===== src/rtl/core/assert_macros.svh =====
// ----------------------------------------------------------------------------
// Assertion macros
// Clocked, reset-gated property checks used by the queue top level.
// ----------------------------------------------------------------------------
`ifndef ASSERT_MACROS_SVH
`define ASSERT_MACROS_SVH

// Check a property at every rising clock edge outside reset
`define FQID_ASSERT(label, clk, rst_n, prop, msg) \
	label: assert property (@(posedge clk) disable iff (!rst_n) prop) else $error(msg);

// Check that an antecedent implies a consequent in the following cycle
`define FQID_ASSERT_NEXT(label, clk, rst_n, ante, cons, msg) \
	label: assert property (@(posedge clk) disable iff (!rst_n) (ante) |=> (cons)) \
		else $error(msg);

`endif


===== src/rtl/core/fqid_pkg.sv =====
// ----------------------------------------------------------------------------
// fqid_pkg
// Types and constants for the queue with indexed discard.
// ----------------------------------------------------------------------------
package fqid_pkg;

	localparam int DEPTH      = 16;
	localparam int ELEM_WIDTH = 32;
	localparam int CNT_W      = $clog2(DEPTH + 1);
	localparam int POS_W      = 4;

	typedef enum logic [1:0] {
		FUNC_ENQUEUE = 2'd0,
		FUNC_DEQUEUE = 2'd1,
		FUNC_DISCARD = 2'd2,
		FUNC_NOP     = 2'd3
	} func_t;

	typedef enum logic [1:0] {
		ERR_NONE  = 2'd0,
		ERR_FULL  = 2'd1,
		ERR_EMPTY = 2'd2,
		ERR_RANGE = 2'd3
	} err_t;

	typedef struct packed {
		func_t                         func;
		logic signed [ELEM_WIDTH-1:0] elem_in;
		logic [POS_W-1:0]              position;
	} cmd_t;

	typedef struct packed {
		logic signed [ELEM_WIDTH-1:0] head_elem;
		logic [CNT_W-1:0]              count;
		logic                          is_empty;
		err_t                          error;
	} rsp_t;

	// Per-cell control from the controller
	typedef struct packed {
		logic load;
		logic shift;
	} cell_ctrl_t;

	// Controller status toward the top level
	typedef struct packed {
		logic             done;
		logic [CNT_W-1:0] count;
		err_t             error;
	} ctrl_stat_t;

endpackage


===== src/rtl/core/fifo_queue_with_indexed_discard.sv =====
// ----------------------------------------------------------------------------
// fifo_queue_with_indexed_discard
// Bounded FIFO of signed elements with enqueue, dequeue and discard at a
// position from the head, built as a row of shift cells.
//
//   Port    Dir  Handshake              Content
//   cmd     in   start high, busy low   func, elem_in, position
//   rsp     out  done strobe, 1 cycle   head_elem, count, is_empty, error
//
// One transaction per cycle: the result appears the cycle after start.
// Enqueue loads the tail cell; a removal shifts every cell at or above the
// removed slot down by one in the same cycle. busy is held low.
// Reset empties the queue (fill count zero); cell contents are not cleared.
// The receiver cannot stall: done lasts exactly one cycle.
// ----------------------------------------------------------------------------
`include "assert_macros.svh"

module fifo_queue_with_indexed_discard import fqid_pkg::*; (
	input  logic clk,
	input  logic arst_n,
	input  logic start,
	output logic busy,
	input  cmd_t cmd,
	output logic done,
	output rsp_t rsp
);

	cell_ctrl_t [DEPTH-1:0]               ctl;
	ctrl_stat_t                           stat;
	logic signed [DEPTH-1:0][ELEM_WIDTH-1:0] elems;
	logic                                 acc;

	assign busy = 1'b0;
	assign acc  = start && !busy;

	fqid_ctrl u_ctrl (
		.clk    (clk),
		.arst_n (arst_n),
		.acc    (acc),
		.cmd    (cmd),
		.ctl    (ctl),
		.stat   (stat)
	);

	for (genvar i = 0; i < DEPTH; i++) begin : g_cell
		// Last cell has no upper neighbor: hold its own element
		fqid_cell u_cell (
			.clk       (clk),
			.ctl       (ctl[i]),
			.elem_in   (cmd.elem_in),
			.next_elem ((i == DEPTH - 1) ? elems[i] : elems[(i + 1) % DEPTH]),
			.elem      (elems[i])
		);
	end

	assign done          = stat.done;
	assign rsp.count     = stat.count;
	assign rsp.is_empty  = (stat.count == '0);
	assign rsp.head_elem = (stat.count == '0) ? '0 : elems[0];
	assign rsp.error     = stat.error;

	`FQID_ASSERT_NEXT(a_done_follows_start, clk, arst_n, acc, done,
		"result strobe missing after accepted transaction")
	`FQID_ASSERT(a_count_bound, clk, arst_n, stat.count <= CNT_W'(DEPTH),
		"fill count exceeds depth")
	`FQID_ASSERT(a_full_refusal, clk, arst_n,
		(done && rsp.error == ERR_FULL) |-> (rsp.count == CNT_W'(DEPTH)),
		"full refusal reported while queue not full")
	`FQID_ASSERT(a_empty_refusal, clk, arst_n,
		(done && rsp.error == ERR_EMPTY) |-> rsp.is_empty,
		"empty refusal reported while queue holds elements")

endmodule


===== src/rtl/core/fqid_cell.sv =====
// ----------------------------------------------------------------------------
// fqid_cell
// One storage slot of the shift-cell queue: load from the tail or take the
// neighbor's element when a gap closes.
// ----------------------------------------------------------------------------
module fqid_cell import fqid_pkg::*; (
	input  logic                          clk,
	input  cell_ctrl_t                    ctl,
	input  logic signed [ELEM_WIDTH-1:0] elem_in,
	input  logic signed [ELEM_WIDTH-1:0] next_elem,
	output logic signed [ELEM_WIDTH-1:0] elem
);

	logic signed [ELEM_WIDTH-1:0] elem_q;

	// Hold the element unless the cell shifts or loads
	always_ff @(posedge clk) begin
		if (ctl.shift) begin
			elem_q <= next_elem;
		end else if (ctl.load) begin
			elem_q <= elem_in;
		end
	end

	assign elem = elem_q;

endmodule


===== src/rtl/core/fqid_ctrl.sv =====
// ----------------------------------------------------------------------------
// fqid_ctrl
// Fill count, operation decode, refusal checks and per-cell load/shift
// enables for the shift-cell queue.
// ----------------------------------------------------------------------------
module fqid_ctrl import fqid_pkg::*; (
	input  logic                   clk,
	input  logic                   arst_n,
	input  logic                   acc,
	input  cmd_t                   cmd,
	output cell_ctrl_t [DEPTH-1:0] ctl,
	output ctrl_stat_t             stat
);

	logic [CNT_W-1:0] count_q;
	err_t             err_q;
	logic             done_q;

	err_t             err;
	logic             enq_ok;
	logic             rm_ok;
	logic [CNT_W-1:0] rm_pos;
	logic [CNT_W-1:0] pos_ext;
	logic [CNT_W-1:0] count_nxt;

	assign pos_ext = CNT_W'(cmd.position);

	always_comb begin
		err    = ERR_NONE;
		enq_ok = 1'b0;
		rm_ok  = 1'b0;
		rm_pos = '0;
		unique case (cmd.func)
			FUNC_ENQUEUE: begin
				if (count_q >= CNT_W'(DEPTH)) begin
					err = ERR_FULL;
				end else begin
					enq_ok = 1'b1;
				end
			end
			FUNC_DEQUEUE: begin
				if (count_q == '0) begin
					err = ERR_EMPTY;
				end else begin
					rm_ok = 1'b1;
				end
			end
			FUNC_DISCARD: begin
				if (count_q == '0) begin
					err = ERR_EMPTY;
				end else if (pos_ext >= count_q) begin
					err = ERR_RANGE;
				end else begin
					rm_ok  = 1'b1;
					rm_pos = pos_ext;
				end
			end
			FUNC_NOP: begin
			end
			default: begin
			end
		endcase
	end

	// Shift every cell at or above the removed slot; load the tail slot
	always_comb begin
		for (int i = 0; i < DEPTH; i++) begin
			ctl[i].shift = acc && rm_ok && (CNT_W'(i) >= rm_pos);
			ctl[i].load  = acc && enq_ok && (CNT_W'(i) == count_q);
		end
	end

	always_comb begin
		count_nxt = count_q;
		if (acc && enq_ok) begin
			count_nxt = count_q + CNT_W'(1);
		end else if (acc && rm_ok) begin
			count_nxt = count_q - CNT_W'(1);
		end
	end

	always_ff @(posedge clk or negedge arst_n) begin
		if (!arst_n) begin
			count_q <= '0;
			err_q   <= ERR_NONE;
			done_q  <= 1'b0;
		end else begin
			count_q <= count_nxt;
			done_q  <= acc;
			if (acc) begin
				err_q <= err;
			end
		end
	end

	assign stat.done  = done_q;
	assign stat.count = count_q;
	assign stat.error = err_q;

endmodule

===== config.mk =====
export PLATFORM = sky130hd
export DESIGN_NAME = fifo_queue_with_indexed_discard
export DESIGN_NICKNAME = d
export VERILOG_FILES = /design/src/rtl/core/fqid_pkg.sv /design/src/rtl/core/fifo_queue_with_indexed_discard.sv /design/src/rtl/core/fqid_cell.sv /design/src/rtl/core/fqid_ctrl.sv
export VERILOG_INCLUDE_DIRS = /design/src /design/src/rtl/core
export SDC_FILE = /design/constraint.sdc
export NUM_CORES = 1
export LEC_CHECK = 0
export BUFFER_PORTS_ARGS = -buffer_cell sky130_fd_sc_hd__buf_2
export CAP_MARGIN = 20
export CORE_MARGIN = 5
export CORE_UTILIZATION = 49
export DETAILED_ROUTE_END_ITERATION = 8
export PLACE_DENSITY_LB_ADDON = 0.25
export SETUP_SLACK_MARGIN = 0.02
export SYNTH_ARGS = -nofsm -noshare
export SYNTH_HDL_FRONTEND = slang
export SYNTH_SLANG_ARGS = --single-unit
export TNS_END_PERCENT = 100

===== constraint.sdc =====
create_clock -name clk -period 4 [get_ports clk]
set_clock_uncertainty 0.15 [all_clocks]
set_input_delay 0.2 -clock clk [delete_from_list [all_inputs] [get_ports clk]]
set_output_delay 0.2 -clock clk [all_outputs]
set_load 0.02 [all_outputs]

==> key figures, run 1 <==
Die
  • # IOs: slightly above 80
  • Die span in y: 226.6 µm
  • Row Count: 79
  • Die area: 51340 µm²
  • Die width: roughly 230 µm
  • Initial Util: 49.47%
  • Core Region: 46460 µm²

Finish
  • Layout area overhead: 12.24%
  • Fillcell total: 3620
  • Layout cells sized above 1: 44.67%
  • Nets@finish: 1411

Power
  • VDD IR-drop max: 0.3022 mV
  • Int Pwr: a little over 9000 µW
  • Lkg Pwr: 0.008736 µW
  • Comb pwr share: 9.8%
  • Net Sw Frac: 21.85%
  • Sequential power share: ~53%
  • Psw: 2616 µW
  • Power consumption: 11970 µW
  • Power Density: ~460 nW/µm²
  • Clock share of power: 37.4%

Global route
  • Initial antenna violation count: 1
  • Global route overflow: 0
  • Largest net degree at the start of global routing: 37
  • Vias in the first global route: 10941
  • Global-route wire length before repair: about 58000 µm
  • GRT Overall Usage: 13.69%

Critical path
  • Crit Path Class: flip-flop to flip-flop
  • Critical Path AT: 3700 ps
  • Critical path, cell by cell: inv_1 -> ha_1 -> nor3_1 -> or3_1 -> o31ai_4 -> buf_4 -> and3_1 -> buf_4
  • WP data required: 4070 ps
  • CP max-delay cell: o31ai_4
  • Largest stage delay on the critical path: approximately 840 ps
  • Worst setup SP type: flip-flop
  • CP Max Fanout: 32
  • Top Family by Delay on Critical Path: buffers and inverters
  • Critical Path Sink Type: flip-flop
  • Reg2reg setup slack: between 300 and 400 ps
  • Most frequent CP cell: buf_4
  • Bufs and invs on worst path: 3

STA
  • Max Clk Rate: 275.9 MHz
  • Slew HR: 36.52%
  • TNS Setup: 0 ps
  • Final slew viol count: 0
  • Number of hold violations in the final report: 0
  • Period minus WS final: 3624 ps
  • Worst-margin pin slew: 952.2 ps
  • RSZ-0062 raised after global routing: no
  • Final setup violation count: 0
  • Final Cycle Share: 90.61%
  • Fin worst setup slack: 375.7 ps

Clocking
  • Maximum root-to-sink buffer count: 3
  • # clock sinks: 520
  • CTS resizes: 0
  • H-tree depth: 2
  • CTS Buf Count: 53
  • CTS Root Cell: clkbuf_16
  • Cts hold-fix bufs: 35
  • Worst-Skew Late Latency: 570 ps
  • Post-CTS Setup Inserts: 0
  • TritonCTS clock tree: done
  • CTS clock-pin slew for the worst setup and hold paths: 60 ps

Placed design
  • Pre-CTS WS: 392.9 ps
  • GP Congestion: 0.8110
  • HPWL Detailed: 22950 µm
  • Port buffer count: 81

Drt
  • Via count: 10380
  • Post-route ant nets: 0
  • Drt drc: 0
  • Final WL: about 34000 µm
  • TritonRoute pass-1 iters: 5
  • Routed len/inst: about 17 µm
  • Initial drt markers: between 400 and 500
  • Vias per cell: 5.177

Synthesis
  • Post-synth top area share: 66.89%
  • Yosys warns: 0
  • Asr flop ratio synth: roughly 1.5%
  • Post-Syn Area: 22980 µm²
  • Synth Register Bits: 520
  • Yosys top cell by area: edfxtp_1
  • Syn_area_per_cell: 18.58 µm²
  • Synth Instances: 1237
  • Post-synth EDFFs: 512
  • Post-synth cell types: 44
  • Synth Flop Type: edfxtp_1
  • Syn_nets: 1292
  • Commonest cells in the synthesized netlist: 512 x edfxtp_1, 356 x mux2_2, 69 x mux2_1
  • Seq/Total Area, Yosys: between 60% and 70%
  • Top cells by area, synth: edfxtp_1 67%, mux2_2 17%, mux2_4 3.7%
  • Count leader, synth: edfxtp_1

Job
  • Max-cap viol count: 0

Outcome
  • Status: finished, final reports clean

Min path
  • Min-Delay Path Class: primary input to flip-flop
==> power by group through the flow <==
stage / registers, µW / logic, µW / clock network [µW]
floorplan: 6460 / 844 / 0
global placement: 6430 / 1110 / 0
detailed placement: 6440 / 1140 / 0
CTS: 6320 / 1180 / 4610
global route: 6340 / 1290 / 4830
finish: 6320 / 1170 / 4480
==> cell families (layout without fill, tap and decap cells) <==
logic type	after synthesis	count (layout)	synth area share, %
buf+inv	98	258	2.825
flops	520	520	67.76
other cells	1	2	0.01632
compound gates	50	50	2.199
fa+ha+maj	14	14	0.7621
mux	482	482	24.55
simple gates	69	69	1.775
xor+xnor	3	3	0.1143
==> layer usage <==
metal	share of wire [%]	up-vias	GRT usage (%)	wire, µm
li1	-	5063	-	-
met1	48	5085	19.60	16360
met2	46	174	21.52	15610
met3	4.6	58	2.952	1587
met4	2.1	0	3.668	733
met5	0	-	0	0
==> registers in the layout, summed over array words and instances, names as in the netlist <==
name	cells
u_ctrl.count_q	5
u_ctrl.done_q	1
u_ctrl.err_q	2
g_cell.u_cell.elem	512
==> tightest hold or removal path, delay by kind of cell <==
kind / cells / cell delay, ps
fa+ha+maj: 1 / 190
buf+inv: 1 / 120
mux: 1 / 150
compound gates: 1 / 120
==> metrics by stage <==
| step | cell area, µm² | hold WS [ps] | utilization [%] | instances |
|---|---|---|---|---|
| 2_1_floorplan | 22980 | -245.6 | - | 1237 |
| 3_3_place_gp | 23860 | -93.93 | 51.35 | 1872 |
| 3_5_place_dp | 23860 | -83.29 | 51.35 | 1872 |
| 4_1_cts | 25770 | 55.61 | 55.47 | 2003 |
| 5_1_grt | 25800 | 93.35 | 55.53 | 2005 |
| 6_report | 25800 | 99.05 | 55.53 | 2005 |
==> worst paths after layout <==
kind	startpoint	to	cells after the start
setup reg to reg	u_ctrl.count_q[3]	g_cell[15].u_cell.elem[7]	8
min in group asynchronous	arst_n	u_ctrl.count_q[1]	3
hold / removal	cmd[37]	u_ctrl.err_q[0]	4
hold reg to reg	u_ctrl.err_q[1]	u_ctrl.err_q[1]	1
max in group asynchronous	arst_n	u_ctrl.done_q	3
setup / recovery	u_ctrl.count_q[3]	g_cell[15].u_cell.elem[7]	8
==> cells in the final DEF (no fill, tap or decap), types with 4 or more instances in the layout <==
| master | count |
|---|---|
| clkinv_1 | 15 |
| dlygate4sd3_1 | 35 |
| mux2_2 | 356 |
| a21oi_1 | 4 |
| clkbuf_16 | 53 |
| edfxtp_1 | 512 |
| nand2_1 | 7 |
| and2_1 | 33 |
| mux2_4 | 57 |
| buf_2 | 81 |
| a21o_1 | 15 |
| mux2_1 | 69 |
| or3_1 | 4 |
| clkinv_2 | 10 |
| dfrtp_1 | 8 |
| or2_2 | 4 |
| a21oi_4 | 11 |
| ha_1 | 14 |
| nor3_1 | 6 |
| inv_1 | 9 |
| clkbuf_1 | 15 |
| buf_4 | 33 |
==> cell type report <==
cell class | count | area, µm² | area share (%)
Antenna cell | 1 | 2.502 | 0.009700
Clock buffer | 68 | 1383 | 5.359
Clock inverter | 28 | 178.9 | 0.6935
Inverter | 10 | 38.79 | 0.1503
Multi-Input combinational cell | 619 | 6790 | 26.32
Sequential cell | 520 | 15570 | 60.37
Tap cell | 607 | 759.5 | 2.944
Timing Repair Buffer | 152 | 1071 | 4.152
Power figures use the tool's default switching activity.
==> run 2: changes to the inputs <==
--- a/config.mk
+++ b/config.mk
@@ -6,7 +6,7 @@
 export SDC_FILE = /design/constraint.sdc
 export NUM_CORES = 1
 export LEC_CHECK = 0
-export BUFFER_PORTS_ARGS = -buffer_cell sky130_fd_sc_hd__buf_2
+export BUFFER_PORTS_ARGS = -buffer_cell sky130_fd_sc_hd__clkbuf_2
 export CAP_MARGIN = 20
 export CORE_MARGIN = 5
 export CORE_UTILIZATION = 49
==> run 2 against run 1 <==
Global-route usage up 0.068 points. Utilization up 0.081 points. Maximum frequency up 1.1%. Clock power about the same. Wire length down 0.38%. Largest power group unchanged. Highest routed layer unchanged.
==> key figures, run 2 (same netlist as run 1, synthesis figures left out) <==
Finish
  • Max FFs per register: 512 (unchanged)
  • Final core occ: 55.61% (+0.081 points)
  • Most common cell after layout, fill and taps aside: edfxtp_1
  • Layout area overhead: 12.41%
  • Commonest cells after routing, fill and taps aside: 512 x edfxtp_1, 356 x mux2_2, 81 x clkbuf_2
  • Fillcell total: 3504 (-3.2%)
  • Area of the multi-input gates: 6790 µm² (unchanged)
  • Final std cells w/o fill: 2001 (-0.20%)
  • Nets@finish: 1410 (-0.071%)
  • Layout cells sized above 1: 44.51% (-0.16 points)
  • Seq. cell area: 15570 µm² (unchanged)
  • Post-Layout Inst Area: 25840 µm² (+0.15%)

STA
  • Final Cycle Share: 89.59% (-1.0 points)
  • Max Clk Rate: 279.0 MHz (+1.1%)
  • Period minus WS final: 3584 ps (-40.54 ps)
  • Final slew viol count: 0 (unchanged)
  • RSZ-0062 raised after global routing: no
  • Slew HR: 52.16% (+16 points)
  • TNS Setup: 0 ps (unchanged)
  • Fin worst setup slack: 416.2 ps (+40.54 ps)
  • Number of hold violations in the final report: 0 (unchanged)
  • Final setup violation count: 0 (unchanged)
  • Worst-margin pin slew: 717.6 ps (-234.6 ps)

Die
  • # IOs: 83 (unchanged)
  • Core Region: 46460 µm² (unchanged)
  • Die span in y: 226.6 µm (unchanged)
  • Die area: 51340 µm² (unchanged)
  • Initial Util: 49.47% (unchanged)
  • Row Count: 79 (unchanged)
  • Die width: 226.6 µm (unchanged)

Outcome
  • Status: finished, final reports clean

Critical path
  • Most frequent CP cell: nor2_2
  • CP Max Fanout: 36 (+13%)
  • Worst setup SP type: flip-flop
  • Critical path, cell by cell: inv_1 -> ha_1 -> or4b_4 -> clkinv_2 -> nor2_2 -> o31ai_4 -> buf_16 -> nor2_2 -> buf_12 -> mux2_2
  • Bufs and invs on worst path: 4 (+1)
  • WP data required: 4170 ps (+100 ps)
  • Crit Path Class: flip-flop to flip-flop
  • Top Family by Delay on Critical Path: simple AND/OR/NAND/NOR gates
  • CP max-delay cell: nor2_2
  • Critical Path Sink Type: flip-flop
  • Largest stage delay on the critical path: 490 ps (-350 ps)
  • Critical Path AT: 3750 ps (+50 ps)

Drt
  • Vias per cell: 5.199 (+0.43%)
  • Drt drc: 0 (unchanged)
  • TritonRoute pass-1 iters: 4 (-1)
  • Final WL: 34160 µm (-0.38%)
  • Initial drt markers: 600 (+27%)
  • Post-route ant nets: 0 (unchanged)
  • Via count: 10404 (+0.23%)
  • Routed len/inst: 17.07 µm (-0.18%)

Placed design
  • Port buffer count: 81 (unchanged)
  • GP Congestion: 0.8309 (+2.5%)
  • HPWL Detailed: 23330 µm (+1.7%)
  • Cell Area, Placed: 23860 µm² (about the same)
  • Placed Instances: 1871 (-0.053%)
  • Pre-CTS WS: 263.8 ps (-129.1 ps)

Power
  • Lkg Pwr: 0.008758 µW (+0.25%)
  • Power Density: 465.3 nW/µm² (+0.27%)
  • VDD IR-drop max: 0.3439 mV (+14%)

Global route
  • Global route overflow: 0 (unchanged)
  • GRT Overall Usage: 13.75% (+0.068 points)
  • Initial antenna violation count: 1 (unchanged)
  • Global-route wire length before repair: 58150 µm (+0.55%)
  • Largest net degree at the start of global routing: 37 (unchanged)
  • Vias in the first global route: 10983 (+0.38%)

Clocking
  • CTS Root Cell: clkbuf_16
  • Post-CTS Setup Inserts: 0 (unchanged)
  • TritonCTS clock tree: done
  • CTS clock-pin slew for the worst setup and hold paths: 60 ps (about the same)
  • Worst-Skew Late Latency: 570 ps (about the same)
  • Maximum root-to-sink buffer count: 3 (unchanged)
  • H-tree depth: 2 (unchanged)
  • # clock sinks: 520 (unchanged)
  • CTS Buf Count: 52 (-1.9%)

Job
  • Max-cap viol count: 0 (unchanged)

Min path
  • Min-Delay Path Class: primary input to flip-flop
-- run 2: final cells by class --
cell class              instances  area share, %
flip-flops and latches        520          60.28
repair buffers                152          4.271
clock buffers                  70          5.380
clock inverters                22         0.6828
diodes                          1       0.009686
multi-input cells             619          26.28
inverters                      10         0.1501
well taps                     607          2.940
-- run 2: through the flow --
stage                     total power [µW]  hold slack (ps)
final                                12020            69.29
after global routing                 12520            111.2
after CTS                            12170            26.12
after detailed placement              7589           -84.94
after global placement                7540           -89.83
after floorplan                       7305           -245.6
-- run 2: where the power goes --
group          total [µW]  switching [µW]  internal, µW
Combinational        1180             643           539
Clock                4510            1900          2610
Sequential           6330            60.6          6270
Total               12000            2600          9420
-- run 2: final timing paths --
kind | from | endpoint | slack (ps) | cells after the start
worst max-delay path | u_ctrl.count_q[0] | g_cell[7].u_cell.elem[10] | 420 | 10
worst min-delay path | cmd[37] | u_ctrl.err_q[0] | 70 | 4
worst max register to register | u_ctrl.count_q[0] | g_cell[7].u_cell.elem[10] | 420 | 10
worst min register to register | u_ctrl.err_q[0] | u_ctrl.err_q[0] | 370 | 1
max in group asynchronous | arst_n | u_ctrl.err_q[1] | 2930 | 3
min in group asynchronous | arst_n | u_ctrl.count_q[3] | 470 | 3
-- run 2: worst reg2reg max path: stages, from the launching register on --
cell and delay, ps:
dfrtp_1 430, inv_1 170, ha_1 330, or4b_4 450
clkinv_2 170, nor2_2 200, o31ai_4 150, buf_16 190
nor2_2 490, buf_12 250, mux2_2 360
-- run 2: per-layer routing --
layer	global-route usage (%)	part of all wire [%]
met1	19.53	47
met4	4.289	2.2
met2	21.73	46
met3	2.680	4.6
met5	0	0
-- run 2: repair_timing --
item / 4_1_cts / 5_1_grt
endpoints found under the hold margin: 44 / 0
hold buffers: 35 / 0
resized for setup: 0 / 0
==> run 3: changes to the inputs <==
--- a/config.mk
+++ b/config.mk
@@ -12,6 +12,7 @@
 export CORE_UTILIZATION = 49
 export DETAILED_ROUTE_END_ITERATION = 8
 export PLACE_DENSITY_LB_ADDON = 0.25
+export RECOVER_POWER = 25
 export SETUP_SLACK_MARGIN = 0.02
 export SYNTH_ARGS = -nofsm -noshare
 export SYNTH_HDL_FRONTEND = slang
==> run 3 against run 2 <==
Hold slack hardly changed. Global-route usage stayed put. Clock power hardly changed. Sequential share of layout area is 0.59 points higher. Power is 0.28% lower. Maximum frequency is 3.4% lower. Critical path depth stayed put. Flip-flop and latch count stayed put. Combinational power hardly changed. Register-to-register slack worse by 130 ps. Highest routed layer unchanged.
==> key figures, run 3 (same netlist as run 1, synthesis figures left out) <==
Outcome
  • Status: finished, final reports clean

STA
  • Final slew viol count: 0 (unchanged)
  • TNS Setup: 0 ps (unchanged)
  • Final Cycle Share: 92.74% (+3.1 points)
  • Period minus WS final: 3710 ps (+126.0 ps)
  • Fin worst setup slack: 290.2 ps (-126.0 ps)
  • Number of hold violations in the final report: 0 (unchanged)
  • Slew HR: 39.59% (-13 points)
  • Max Clk Rate: 269.6 MHz (-3.4%)
  • RSZ-0062 raised after global routing: no
  • Final setup violation count: 0 (unchanged)
  • Worst-margin pin slew: 906.2 ps (+188.5 ps)

Clocking
  • H-tree depth: 2 (unchanged)
  • TritonCTS clock tree: done
  • # clock sinks: 520 (unchanged)
  • CTS Buf Count: 52 (unchanged)
  • CTS clock-pin slew for the worst setup and hold paths: 60 ps (about the same)
  • Worst-Skew Late Latency: 570 ps (about the same)
  • CTS resizes: 0 (unchanged)
  • Maximum root-to-sink buffer count: 3 (unchanged)
  • Post-CTS Setup Inserts: 0 (unchanged)
  • CTS Root Cell: clkbuf_16

Placed design
  • Port buffer count: 81 (unchanged)
  • Pre-CTS WS: 263.8 ps (unchanged)
  • HPWL Detailed: 23330 µm (unchanged)
  • GP Congestion: 0.8309 (unchanged)

Die
  • Die span in y: 226.6 µm (unchanged)
  • Initial Util: 49.47% (unchanged)
  • Die width: 226.6 µm (unchanged)
  • Die area: 51340 µm² (unchanged)
  • Row Count: 79 (unchanged)
  • Core Region: 46460 µm² (unchanged)
  • # IOs: 83 (unchanged)

Power
  • Power consumption: 11990 µW (-0.28%)
  • Int Pwr: 9390 µW (-0.29%)
  • Lkg Pwr: 0.008506 µW (-2.9%)
  • Net Sw Frac: 21.67% (about the same)
  • Comb pwr share: 9.6% (-0.2 points)
  • VDD IR-drop max: 0.3434 mV (-0.14%)
  • Clock share of power: 37.6% (about the same)
  • Power Density: 468.5 nW/µm² (+0.70%)
  • Psw: 2598 µW (-0.25%)
  • Sequential power share: 52.8% (+0.2 points)

Finish
  • Fillcell total: 3558 (+1.5%)
  • Most common cell after layout, fill and taps aside: edfxtp_1
  • Layout area overhead: 11.31%
  • Nets@finish: 1410 (unchanged)
  • Layout cells sized above 1: 38.84% (-5.7 points)
  • Commonest cells after routing, fill and taps aside: 512 x edfxtp_1, 356 x mux2_2, 88 x mux2_1
  • Seq. cell area: 15570 µm² (unchanged)
  • Area of the multi-input gates: 6664 µm² (-1.9%)
  • Max FFs per register: 512 (unchanged)

Critical path
  • Top Family by Delay on Critical Path: buffers and inverters
  • CP max-delay cell: clkbuf_4
  • CP Max Fanout: 36 (unchanged)
  • Reg2reg setup slack: 290 ps (-130 ps)
  • Largest stage delay on the critical path: 540 ps (+50 ps)
  • Critical Path Sink Type: flip-flop
  • Bufs and invs on worst path: 4 (unchanged)
  • WP data required: 4160 ps (about the same)
  • Critical path, cell by cell: inv_1 -> ha_1 -> or4b_4 -> clkinv_2 -> nor2_1 -> o31ai_4 -> buf_16 -> a31oi_4 -> clkbuf_4 -> mux2_2
  • Crit Path Class: flip-flop to flip-flop
  • Critical Path AT: 3870 ps (+120 ps)
  • Worst setup SP type: flip-flop

Drt
  • Routed len/inst: 17.15 µm (+0.44%)
  • Vias per cell: 5.197 (about the same)
  • Post-route ant nets: 0 (unchanged)
  • Initial drt markers: 617 (+2.8%)
  • Drt drc: 0 (unchanged)
  • TritonRoute pass-1 iters: 4 (unchanged)
  • Via count: 10400 (-0.038%)
  • Final WL: 34310 µm (+0.44%)

Global route
  • Initial antenna violation count: 1 (unchanged)
  • GRT Overall Usage: 13.75% (unchanged)
  • Global-route wire length before repair: 58150 µm (unchanged)
  • Largest net degree at the start of global routing: 37 (unchanged)
  • Global route overflow: 0 (unchanged)
  • Vias in the first global route: 10983 (unchanged)

Job
  • Max-cap viol count: 0 (unchanged)

Min path
  • Min-Delay Path Class: primary input to flip-flop
-- run 3: area by class of cell --
class / count / share of cell area [%]
clock buffer: 70 / 5.433
sequential: 520 / 60.88
clock inverter: 22 / 0.6896
antenna: 1 / 0.009781
multi-input combinational: 619 / 26.05
timing repair buffer: 152 / 3.824
tap: 607 / 2.969
inverter: 10 / 0.1516
-- run 3: tightest hold or removal path: stages --
cell and delay (ps):
clkbuf_2 110, ha_1 200, a21oi_1 110, mux2_2 150
-- run 3: metal layers --
layer / vias up / wire, µm / track usage (%)
li1: 5049 / - / -
met1: 5125 / 16250 / 19.53
met2: 164 / 15830 / 21.73
met3: 62 / 1472 / 2.680
met4: 0 / 760 / 4.289
met5: - / 0 / 0
-- run 3: per-stage QoR --
| stage | utilization [%] | instance area [µm²] | hold WS [ps] | cells |
|---|---|---|---|---|
| 6_report | 55.07 | 25580 | 68.86 | 2001 |
| 5_1_grt | 55.07 | 25580 | 111.3 | 2001 |
| 4_1_cts | 55.49 | 25780 | 26.12 | 1998 |
| 3_5_place_dp | 51.36 | 23860 | -84.94 | 1871 |
| 3_3_place_gp | 51.36 | 23860 | -89.83 | 1871 |
| 2_1_floorplan | - | 22980 | -245.6 | 1237 |
-- run 3: final timing paths --
path,end,start,depth (start not counted)
max in group asynchronous,u_ctrl.count_q[4],arst_n,3
setup / recovery,g_cell[12].u_cell.elem[1],u_ctrl.count_q[0],10
hold reg to reg,u_ctrl.err_q[0],u_ctrl.err_q[0],1
min in group asynchronous,u_ctrl.count_q[3],arst_n,3
hold / removal,u_ctrl.err_q[0],cmd[37],4
setup reg to reg,g_cell[12].u_cell.elem[1],u_ctrl.count_q[0],10
-- run 3: what timing repair did --
item / CTS / global route
hold buffers: 35 / 0
setup endpoints to repair: 0 / 0
hold endpoints to repair: 44 / 0
-- run 3: power by group through the flow --
stage | Clock (µW) | Combinational [µW] | Sequential, µW
finish | 4510 | 1150 | 6330
global route | 4880 | 1260 | 6340
CTS | 4650 | 1190 | 6330
detailed placement | 0 | 1150 | 6440
global placement | 0 | 1110 | 6430
floorplan | 0 | 844 | 6460
